File: config.mk
export PLATFORM = sky130hd
export DESIGN_NAME = multi_button_debouncer_unit_flat
export DESIGN_NICKNAME = d
export VERILOG_FILES = /design/src/hdl/mbd_pkg.sv /design/src/hdl/mbd_if.sv /design/src/hdl/multi_button_debouncer_unit.sv /design/src/hdl/mbd_lane.sv /design/src/hdl/mbd_merge.sv /design/src/flat_wrapper.sv
export SDC_FILE = /design/constraint.sdc
export NUM_CORES = 1
export LEC_CHECK = 0
export ABC_CLOCK_PERIOD_IN_PS = 7680
export BUFFER_PORTS_ARGS = -buffer_cell sky130_fd_sc_hd__clkbuf_2
export CORE_ASPECT_RATIO = 0.8
export CORE_MARGIN = 8
export CORE_UTILIZATION = 63
export DETAILED_ROUTE_END_ITERATION = 7
export PLACE_DENSITY = 0.82
export SYNTH_ARGS = -nofsm -noshare
export SYNTH_HDL_FRONTEND = slang
export SYNTH_SLANG_ARGS = --single-unit
File: constraint.sdc
create_clock -name clk -period 7.68 [get_ports clk]
set_clock_uncertainty 0.2 [all_clocks]
set_input_delay 0.384 -clock clk [delete_from_list [all_inputs] [get_ports clk]]
set_output_delay 0.384 -clock clk [all_outputs]
set_load 0.005 [all_outputs]
File: src/hdl/mbd_pkg.sv
package mbd_pkg;

    // number of buttons served; the fields below carry at most eight of them
    localparam int BUTTON_COUNT = 8;
    localparam int FIELD_W      = 8;
    localparam int LANES        = (BUTTON_COUNT < FIELD_W) ? BUTTON_COUNT : FIELD_W;

    localparam int CNT_W   = 8;
    localparam int CFG_W   = 8;
    localparam int CFG_IDX_W = 1;

    localparam logic [CNT_W-1:0] MAX_COUNT_RST   = 8'd16;
    localparam logic [CFG_W-1:0] ACTIVE_HIGH_RST = 8'd0;

    typedef enum logic [CFG_IDX_W-1:0] {
        CFG_MAX_COUNT   = 1'b0,
        CFG_ACTIVE_HIGH = 1'b1
    } cfg_idx_t;

    typedef enum logic [1:0] {
        ST_UNKNOWN = 2'd0,
        ST_OFF     = 2'd1,
        ST_ON      = 2'd2
    } status_t;

    // what one lane reports for the current tick
    typedef struct packed {
        logic press;
        logic release_ev;
        logic held;
        logic known;
    } lane_res_t;

    typedef struct packed {
        logic [FIELD_W-1:0] press_events;
        logic [FIELD_W-1:0] release_events;
        logic [FIELD_W-1:0] held_state;
        logic [FIELD_W-1:0] state_known;
    } mbd_res_t;

endpackage

File: src/hdl/mbd_if.sv
interface mbd_in_if;
    logic                        valid;
    logic                        ready;
    logic [mbd_pkg::FIELD_W-1:0] pin_levels;

    modport source (output valid, output pin_levels, input ready);
    modport sink   (input valid, input pin_levels, output ready);
endinterface

interface mbd_out_if;
    logic                        valid;
    logic                        ready;
    logic [mbd_pkg::FIELD_W-1:0] press_events;
    logic [mbd_pkg::FIELD_W-1:0] release_events;
    logic [mbd_pkg::FIELD_W-1:0] held_state;
    logic [mbd_pkg::FIELD_W-1:0] state_known;

    modport source (output valid, output press_events, output release_events,
                    output held_state, output state_known, input ready);
    modport sink   (input valid, input press_events, input release_events,
                    input held_state, input state_known, output ready);
endinterface

File: src/hdl/multi_button_debouncer_unit.sv
// Multi-button integrating debouncer.
//
// in_ch  : one transfer per tick, pin_levels carries the sampled level of
//          every button (bit i is button i).
// out_ch : one transfer per input transfer, with press/release event masks
//          and the held/known state masks as they stand after that tick.
// cfg    : cfg_we/cfg_index/cfg_wdata, index 0 max_count, index 1
//          active_high_mask. Writing max_count restarts every integrator at
//          half the new ceiling with the state unknown. Write only when idle.
//
// Results sit in the output register the cycle after the input transfer.
// Throughput is one tick per cycle while the receiver keeps up; each button
// has its own lane (counter plus state), with no counter or state shared.
// in_ch.ready is high whenever the output register is empty or is being
// drained in the same cycle, so a stalled receiver holds back the next tick
// only once the single output stage is full.
// Reset: max_count 16, all polarities active low, integrators at 8, states
// unknown, output register empty.
module multi_button_debouncer_unit (
    input  logic                          clk,
    input  logic                          rst_n,
    mbd_in_if.sink                        in_ch,
    mbd_out_if.source                     out_ch,
    input  logic                          cfg_we,
    input  logic [mbd_pkg::CFG_IDX_W-1:0] cfg_index,
    input  logic [mbd_pkg::CFG_W-1:0]     cfg_wdata
);

    logic [mbd_pkg::CNT_W-1:0]   max_count_reg;
    logic [mbd_pkg::FIELD_W-1:0] active_high_reg;
    logic [mbd_pkg::CNT_W-1:0]   lane_max;
    logic                        restart;
    logic                        step;
    logic                        out_valid;
    mbd_pkg::mbd_res_t           out_res;
    mbd_pkg::lane_res_t [mbd_pkg::LANES-1:0] lane_res;

    // config registers; a ceiling write also restarts the lanes
    assign restart = cfg_we && (cfg_index == mbd_pkg::CFG_MAX_COUNT);

    // lanes restart from the ceiling being written, not the old one
    assign lane_max = restart ? cfg_wdata : max_count_reg;

    always_ff @(posedge clk or negedge rst_n)
    begin
        if (!rst_n)
        begin
            max_count_reg   <= mbd_pkg::MAX_COUNT_RST;
            active_high_reg <= mbd_pkg::ACTIVE_HIGH_RST;
        end
        else if (cfg_we)
        begin
            unique case (cfg_index)
                mbd_pkg::CFG_MAX_COUNT:   max_count_reg   <= cfg_wdata;
                mbd_pkg::CFG_ACTIVE_HIGH: active_high_reg <= cfg_wdata;
                default:                  ;
            endcase
        end
    end

    // accept a tick whenever the output stage is free or empties now
    assign in_ch.ready = !out_valid || out_ch.ready;
    assign step        = in_ch.valid && in_ch.ready;

    // one lane per button; pressed when the level matches the polarity bit
    for (genvar g = 0; g < mbd_pkg::LANES; g++)
    begin : g_lane
        mbd_lane u_lane (
            .clk       (clk),
            .rst_n     (rst_n),
            .restart   (restart),
            .max_count (lane_max),
            .step      (step),
            .pressed   (in_ch.pin_levels[g] == active_high_reg[g]),
            .res       (lane_res[g])
        );
    end

    // merge lane flags into masks and hold them for the receiver
    mbd_merge u_merge (
        .clk      (clk),
        .rst_n    (rst_n),
        .load     (step),
        .drain    (out_ch.ready),
        .lane_res (lane_res),
        .valid    (out_valid),
        .res      (out_res)
    );

    assign out_ch.valid          = out_valid;
    assign out_ch.press_events   = out_res.press_events;
    assign out_ch.release_events = out_res.release_events;
    assign out_ch.held_state     = out_res.held_state;
    assign out_ch.state_known    = out_res.state_known;

    // a transfer in always leaves a result waiting next cycle
    a_result_follows: assert property (@(posedge clk) disable iff (!rst_n)
        step |=> out_ch.valid)
        else $error("no result after input transfer");

    // an empty output stage never blocks input
    a_ready_when_empty: assert property (@(posedge clk) disable iff (!rst_n)
        !out_ch.valid |-> in_ch.ready)
        else $error("input blocked with empty output stage");

    // a button cannot be pressed and released in one tick
    a_events_disjoint: assert property (@(posedge clk) disable iff (!rst_n)
        out_ch.valid |-> ((out_ch.press_events & out_ch.release_events) == '0))
        else $error("press and release on the same button");

    // a press leaves the button held, and held implies known
    a_state_consistent: assert property (@(posedge clk) disable iff (!rst_n)
        out_ch.valid |-> (((out_ch.press_events & ~out_ch.held_state) == '0)
                       && ((out_ch.held_state & ~out_ch.state_known) == '0)))
        else $error("event and state masks disagree");

endmodule

File: src/hdl/mbd_lane.sv
module mbd_lane (
    input  logic                      clk,
    input  logic                      rst_n,
    input  logic                      restart,
    input  logic [mbd_pkg::CNT_W-1:0] max_count,
    input  logic                      step,
    input  logic                      pressed,
    output mbd_pkg::lane_res_t        res
);

    logic [mbd_pkg::CNT_W-1:0] integ_reg;
    logic [mbd_pkg::CNT_W-1:0] integ_next;
    mbd_pkg::status_t          status_reg;
    mbd_pkg::status_t          status_next;
    logic                      press;
    logic                      release_ev;

    always_comb
    begin
        integ_next  = integ_reg;
        status_next = status_reg;
        press       = 1'b0;
        release_ev  = 1'b0;
        if (pressed)
        begin
            if (integ_reg != '0)
            begin
                integ_next = integ_reg - 1'b1;
                if (integ_next == '0)
                begin
                    press       = (status_reg == mbd_pkg::ST_OFF);
                    status_next = mbd_pkg::ST_ON;
                end
            end
        end
        else
        begin
            if (integ_reg < max_count)
            begin
                integ_next = integ_reg + 1'b1;
                if (integ_next == max_count)
                begin
                    release_ev  = (status_reg == mbd_pkg::ST_ON);
                    status_next = mbd_pkg::ST_OFF;
                end
            end
        end
    end

    always_comb
    begin
        res.press      = press;
        res.release_ev = release_ev;
        res.held       = (status_next == mbd_pkg::ST_ON);
        res.known      = (status_next != mbd_pkg::ST_UNKNOWN);
    end

    always_ff @(posedge clk or negedge rst_n)
    begin
        if (!rst_n)
        begin
            integ_reg  <= mbd_pkg::MAX_COUNT_RST >> 1;
            status_reg <= mbd_pkg::ST_UNKNOWN;
        end
        else if (restart)
        begin
            integ_reg  <= max_count >> 1;
            status_reg <= mbd_pkg::ST_UNKNOWN;
        end
        else if (step)
        begin
            integ_reg  <= integ_next;
            status_reg <= status_next;
        end
    end

endmodule

File: src/hdl/mbd_merge.sv
module mbd_merge (
    input  logic                                   clk,
    input  logic                                   rst_n,
    input  logic                                   load,
    input  logic                                   drain,
    input  mbd_pkg::lane_res_t [mbd_pkg::LANES-1:0] lane_res,
    output logic                                   valid,
    output mbd_pkg::mbd_res_t                      res
);

    mbd_pkg::mbd_res_t res_reg;
    mbd_pkg::mbd_res_t res_next;
    logic              valid_reg;
    logic              valid_next;

    // gather lane flags into masks; bits with no lane stay clear
    always_comb
    begin
        res_next = '0;
        for (int i = 0; i < mbd_pkg::LANES; i++)
        begin
            res_next.press_events[i]   = lane_res[i].press;
            res_next.release_events[i] = lane_res[i].release_ev;
            res_next.held_state[i]     = lane_res[i].held;
            res_next.state_known[i]    = lane_res[i].known;
        end
    end

    always_comb
    begin
        if (load)
            valid_next = 1'b1;
        else if (drain)
            valid_next = 1'b0;
        else
            valid_next = valid_reg;
    end

    always_ff @(posedge clk or negedge rst_n)
    begin
        if (!rst_n)
            valid_reg <= 1'b0;
        else
            valid_reg <= valid_next;
    end

    always_ff @(posedge clk)
    begin
        if (load)
            res_reg <= res_next;
    end

    assign valid = valid_reg;
    assign res   = res_reg;

endmodule
File: src/flat_wrapper.sv
// flat-port wrapper written by rule: the top's interface ports become plain ports
module multi_button_debouncer_unit_flat 
  (clk, rst_n, cfg_we, cfg_index, cfg_wdata, in_ch_valid, in_ch_pin_levels, in_ch_ready, out_ch_valid, out_ch_press_events, out_ch_release_events, out_ch_held_state, out_ch_state_known, out_ch_ready);
  mbd_in_if in_ch_i ();
  mbd_out_if out_ch_i ();
  input  logic clk;
  input  logic rst_n;
  input  logic cfg_we;
  input  logic [mbd_pkg::CFG_IDX_W-1:0] cfg_index;
  input  logic [mbd_pkg::CFG_W-1:0] cfg_wdata;
  input wire logic [$bits(in_ch_i.valid)-1:0] in_ch_valid;
  input wire logic [$bits(in_ch_i.pin_levels)-1:0] in_ch_pin_levels;
  output wire logic [$bits(in_ch_i.ready)-1:0] in_ch_ready;
  output wire logic [$bits(out_ch_i.valid)-1:0] out_ch_valid;
  output wire logic [$bits(out_ch_i.press_events)-1:0] out_ch_press_events;
  output wire logic [$bits(out_ch_i.release_events)-1:0] out_ch_release_events;
  output wire logic [$bits(out_ch_i.held_state)-1:0] out_ch_held_state;
  output wire logic [$bits(out_ch_i.state_known)-1:0] out_ch_state_known;
  input wire logic [$bits(out_ch_i.ready)-1:0] out_ch_ready;
  assign in_ch_i.valid = in_ch_valid;
  assign in_ch_i.pin_levels = in_ch_pin_levels;
  assign in_ch_ready = in_ch_i.ready;
  assign out_ch_valid = out_ch_i.valid;
  assign out_ch_press_events = out_ch_i.press_events;
  assign out_ch_release_events = out_ch_i.release_events;
  assign out_ch_held_state = out_ch_i.held_state;
  assign out_ch_state_known = out_ch_i.state_known;
  assign out_ch_i.ready = out_ch_ready;
  multi_button_debouncer_unit u_core (.clk(clk), .rst_n(rst_n), .in_ch(in_ch_i), .out_ch(out_ch_i), .cfg_we(cfg_we), .cfg_index(cfg_index), .cfg_wdata(cfg_wdata));
endmodule
==> impl_metrics.json <==
{
  "cp.arrival_ps": 4860,
  "layout_min_cycle_time_ps": 4800,
  "die_w_um": 161,
  "vdd_drop_max_mv": 0.229,
  "drive_above_1_share_pct": 11.8,
  "n_antenna_cell": 0,
  "synth-main-ff-cell": "dfrtp_1",
  "rsz0062_at_grt": "false",
  "fin_area_sq_um": 11500,
  "syn_nets": 1319,
  "nNetsFinal": 1338,
  "power_uw": 3560,
  "area_delta_synth_final_pct": 8.72,
  "cp_top_family": "compound AO/OA/AOI/OAI gates",
  "min_path_type": "in2reg",
  "final_common_cell": "xnor2_1",
  "ys_seq_area_share_pct": 32.1,
  "avgSynthCellArea_sq_um": 8.77,
  "hold_viol": 0,
  "switching_power_uw": 1560,
  "core_area_sq_um": 16500,
  "relSlewSlack_pct": 17.5,
  "cts_tree": "yes",
  "clkTransAtPathRegs_ps": 60,
  "pwr-share-seq_pct": 32.5,
  "first_pass_iters": 6,
  "grt_pass1_wl_um": 47600,
  "synth_area_sq_um": 10600,
  "grt_max_degree": 74,
  "required_ps": 7740,
  "cp_max_fo": 47,
  "routabilityCongestion": 0.958,
  "path_class": "in2reg",
  "combPwrFrac_pct": 46.0,
  "clock.fmax_mhz": 208,
  "grt-ovfl-total": 0,
  "clock_tree.htree_level_count": 4,
  "grt_usage_pct": 27.7,
  "drv_slew": 0,
  "rows": 42,
  "slowest_stage": "o31ai_1",
  "largest_reg_flops": 64,
  "start_util_pct": 64.3,
  "first_global_vias": 8902,
  "max_cap_viol_count": 0,
  "drt_iter0_drc": 1017,
  "final.period_utilization_pct": 62.5,
  "antenna_found_initial": 0,
  "startpoint_type": "input port",
  "status": "completed",
  "routed_via_density": 6.48,
  "internal-power_uw": 2010,
  "post-cts-setup-buffers": 0,
  "synth_seq_cells": 129,
  "synth_edf_count": 32,
  "clock-sinks": 129,
  "postRouteWirelength_um": 29600,
  "clockBufferDepth": 2,
  "die_h_um": 132,
  "ios": 56,
  "fill_cells": 1338,
  "crit_path_end_kind": "flop",
  "numCtsBuffers": 17,
  "path_cells": "clkbuf_2, nand2b_2, buf_4, mux2i_4, ha_1, and4_1, a211oi_1, o21ai_0, o31ai_1, nand2_1, xnor2_1, a21oi_1",
  "tightest_slew_ps": 1230,
  "drc": 0,
  "dieArea_sq_um": 21300,
  "most-common-layout-cells": "xnor2_1 (103), nor2_1 (98), nand2_1 (97)",
  "port_buffers": 55,
  "avgRoutedWirePerCell_um": 20.3,
  "setup-violations-final": 0,
  "regToRegSetupSlack_ps": 3710,
  "synthArstFlopShare_pct": 75.2,
  "ant_nets": 0,
  "clk_latency_ps": 440,
  "synthCells": 1209,
  "cts_root_buf": "clkbuf_16",
  "clkPwrFrac_pct": 21.5,
  "max_stage_delay_ps": 820,
  "post_cts_resized": 0,
  "yosys_warnings": 0,
  "swShare_pct": 43.7,
  "leakagePower_uw": 0.00477,
  "dp_hpwl_um": 20000,
  "tns_ps": 0,
  "path_buf_inv": 2,
  "placedInstanceArea_sq_um": 11000,
  "p_per_area_nw_per_um2": 309,
  "yosysUniqueCellTypes": 77,
  "num_vias": 9471
}
[synth_stat cells, types with 8 or more instances]
library cell / n / share of area (%)
xnor2_1: 103 / 8.5
dfstp_2: 9 / 2.2
nor3b_1: 11 / 0.78
o21ai_0: 54 / 2.5
a21oi_1: 81 / 3.8
a31oi_1: 16 / 0.94
mux2i_1: 20 / 1.9
a211oi_1: 12 / 0.85
nor3_1: 39 / 1.8
or3_1: 8 / 0.47
ha_1: 88 / 10
mux2_2: 12 / 1.3
o31ai_1: 9 / 0.64
a21o_1: 11 / 0.78
nor2_1: 98 / 3.5
and3_1: 20 / 1.2
clkbuf_1: 48 / 1.7
nand2_1: 97 / 3.4
and4_1: 9 / 0.74
nand2b_1: 12 / 0.71
inv_1: 46 / 1.6
nand3_1: 72 / 3.4
o211ai_1: 11 / 0.78
nor4_1: 16 / 0.94
edfxtp_1: 32 / 9.1
xor2_1: 54 / 4.5
nand4_1: 11 / 0.65
dfrtp_1: 88 / 21
[metrics by stage]
step | instances | hold WS, ps | utilization, % | worst slack (ps)
after global placement | 1427 | 105 | 66.4 | 2720
after CTS | 1461 | 11.0 | 69.9 | 3030
after global routing | 1461 | 26.4 | 69.9 | 2710
after detailed placement | 1427 | 113 | 66.4 | 2620
final | 1461 | 21.4 | 69.9 | 2880
after floorplan | 1209 | -112 | - | 4210
[path summary, 6_finish.rpt]
kind | startpoint | end | depth (start not counted)
worst max-delay path | cfg_index | u_core.g_lane[1].u_lane.integ_reg[0]$_DFFE_PN0P_ | 12
worst min-delay path | cfg_wdata[2] | u_core.active_high_reg[2]$_DFFE_PN0P_ | 2
worst max register to register | u_core.max_count_reg[5]$_DFFE_PN0N_ | u_core.g_lane[1].u_lane.integ_reg[0]$_DFFE_PN0P_ | 10
worst min register to register | u_core.max_count_reg[0]$_DFFE_PN0N_ | u_core.max_count_reg[0]$_DFFE_PN0N_ | 2
max in group asynchronous | rst_n | u_core.g_lane[4].u_lane.status_reg[0]$_DFFE_PN0P_ | 3
min in group asynchronous | rst_n | u_core.g_lane[7].u_lane.status_reg[1]$_DFFE_PN0P_ | 2
[final cells by class]
type                    instances  area, sq um  share of cell area [%]
multi-input cells             964         6760                    58.6
flip-flops and latches        129         3400                    29.5
clock inverters                15          120                    1.04
repair buffers                 66          365                    3.17
clock buffers                  17          425                    3.69
inverters                      50          188                    1.63
well taps                     220          275                    2.39
[layer usage]
layer | vias to the layer above | part of all wire (%) | global-route usage [%] | wire length [um]
met4 | 0 | 2.4 | 8.93 | 697
met2 | 453 | 45 | 42.6 | 13500
met1 | 4578 | 44 | 38.1 | 12900
li1 | 4370 | - | - | -
met3 | 70 | 8.6 | 5.99 | 2560
met5 | - | 0 | 0 | 0
[power by group through the flow]
stage,clock (uW),sequential (uW),combinational [uW]
final,766,1160,1640
after global routing,795,1180,1810
after CTS,767,1140,1620
after detailed placement,0,1150,1590
after global placement,0,1150,1550
after floorplan,0,956,1420
[logic make-up (layout without fill, tap and decap cells)]
group | count (synthesis) | in the layout | synth area share (%)
multiplexers | 35 | 35 | 3.80
flip-flops | 129 | 129 | 32.1
AO/OA/AOI/OAI | 244 | 244 | 14.7
AND/OR/NAND/NOR | 435 | 435 | 20.9
adder cells (fa/ha/maj) | 89 | 89 | 10.5
XOR/XNOR | 161 | 161 | 13.7
buffers and inverters | 116 | 148 | 4.40
[what timing repair did]
action / CTS / global route
setup endpoints to repair: 0 / 0
hold buffers: 2 / 0
hold endpoints to repair: 25 / 0
Note: power is estimated with default switching activity, not from simulation.
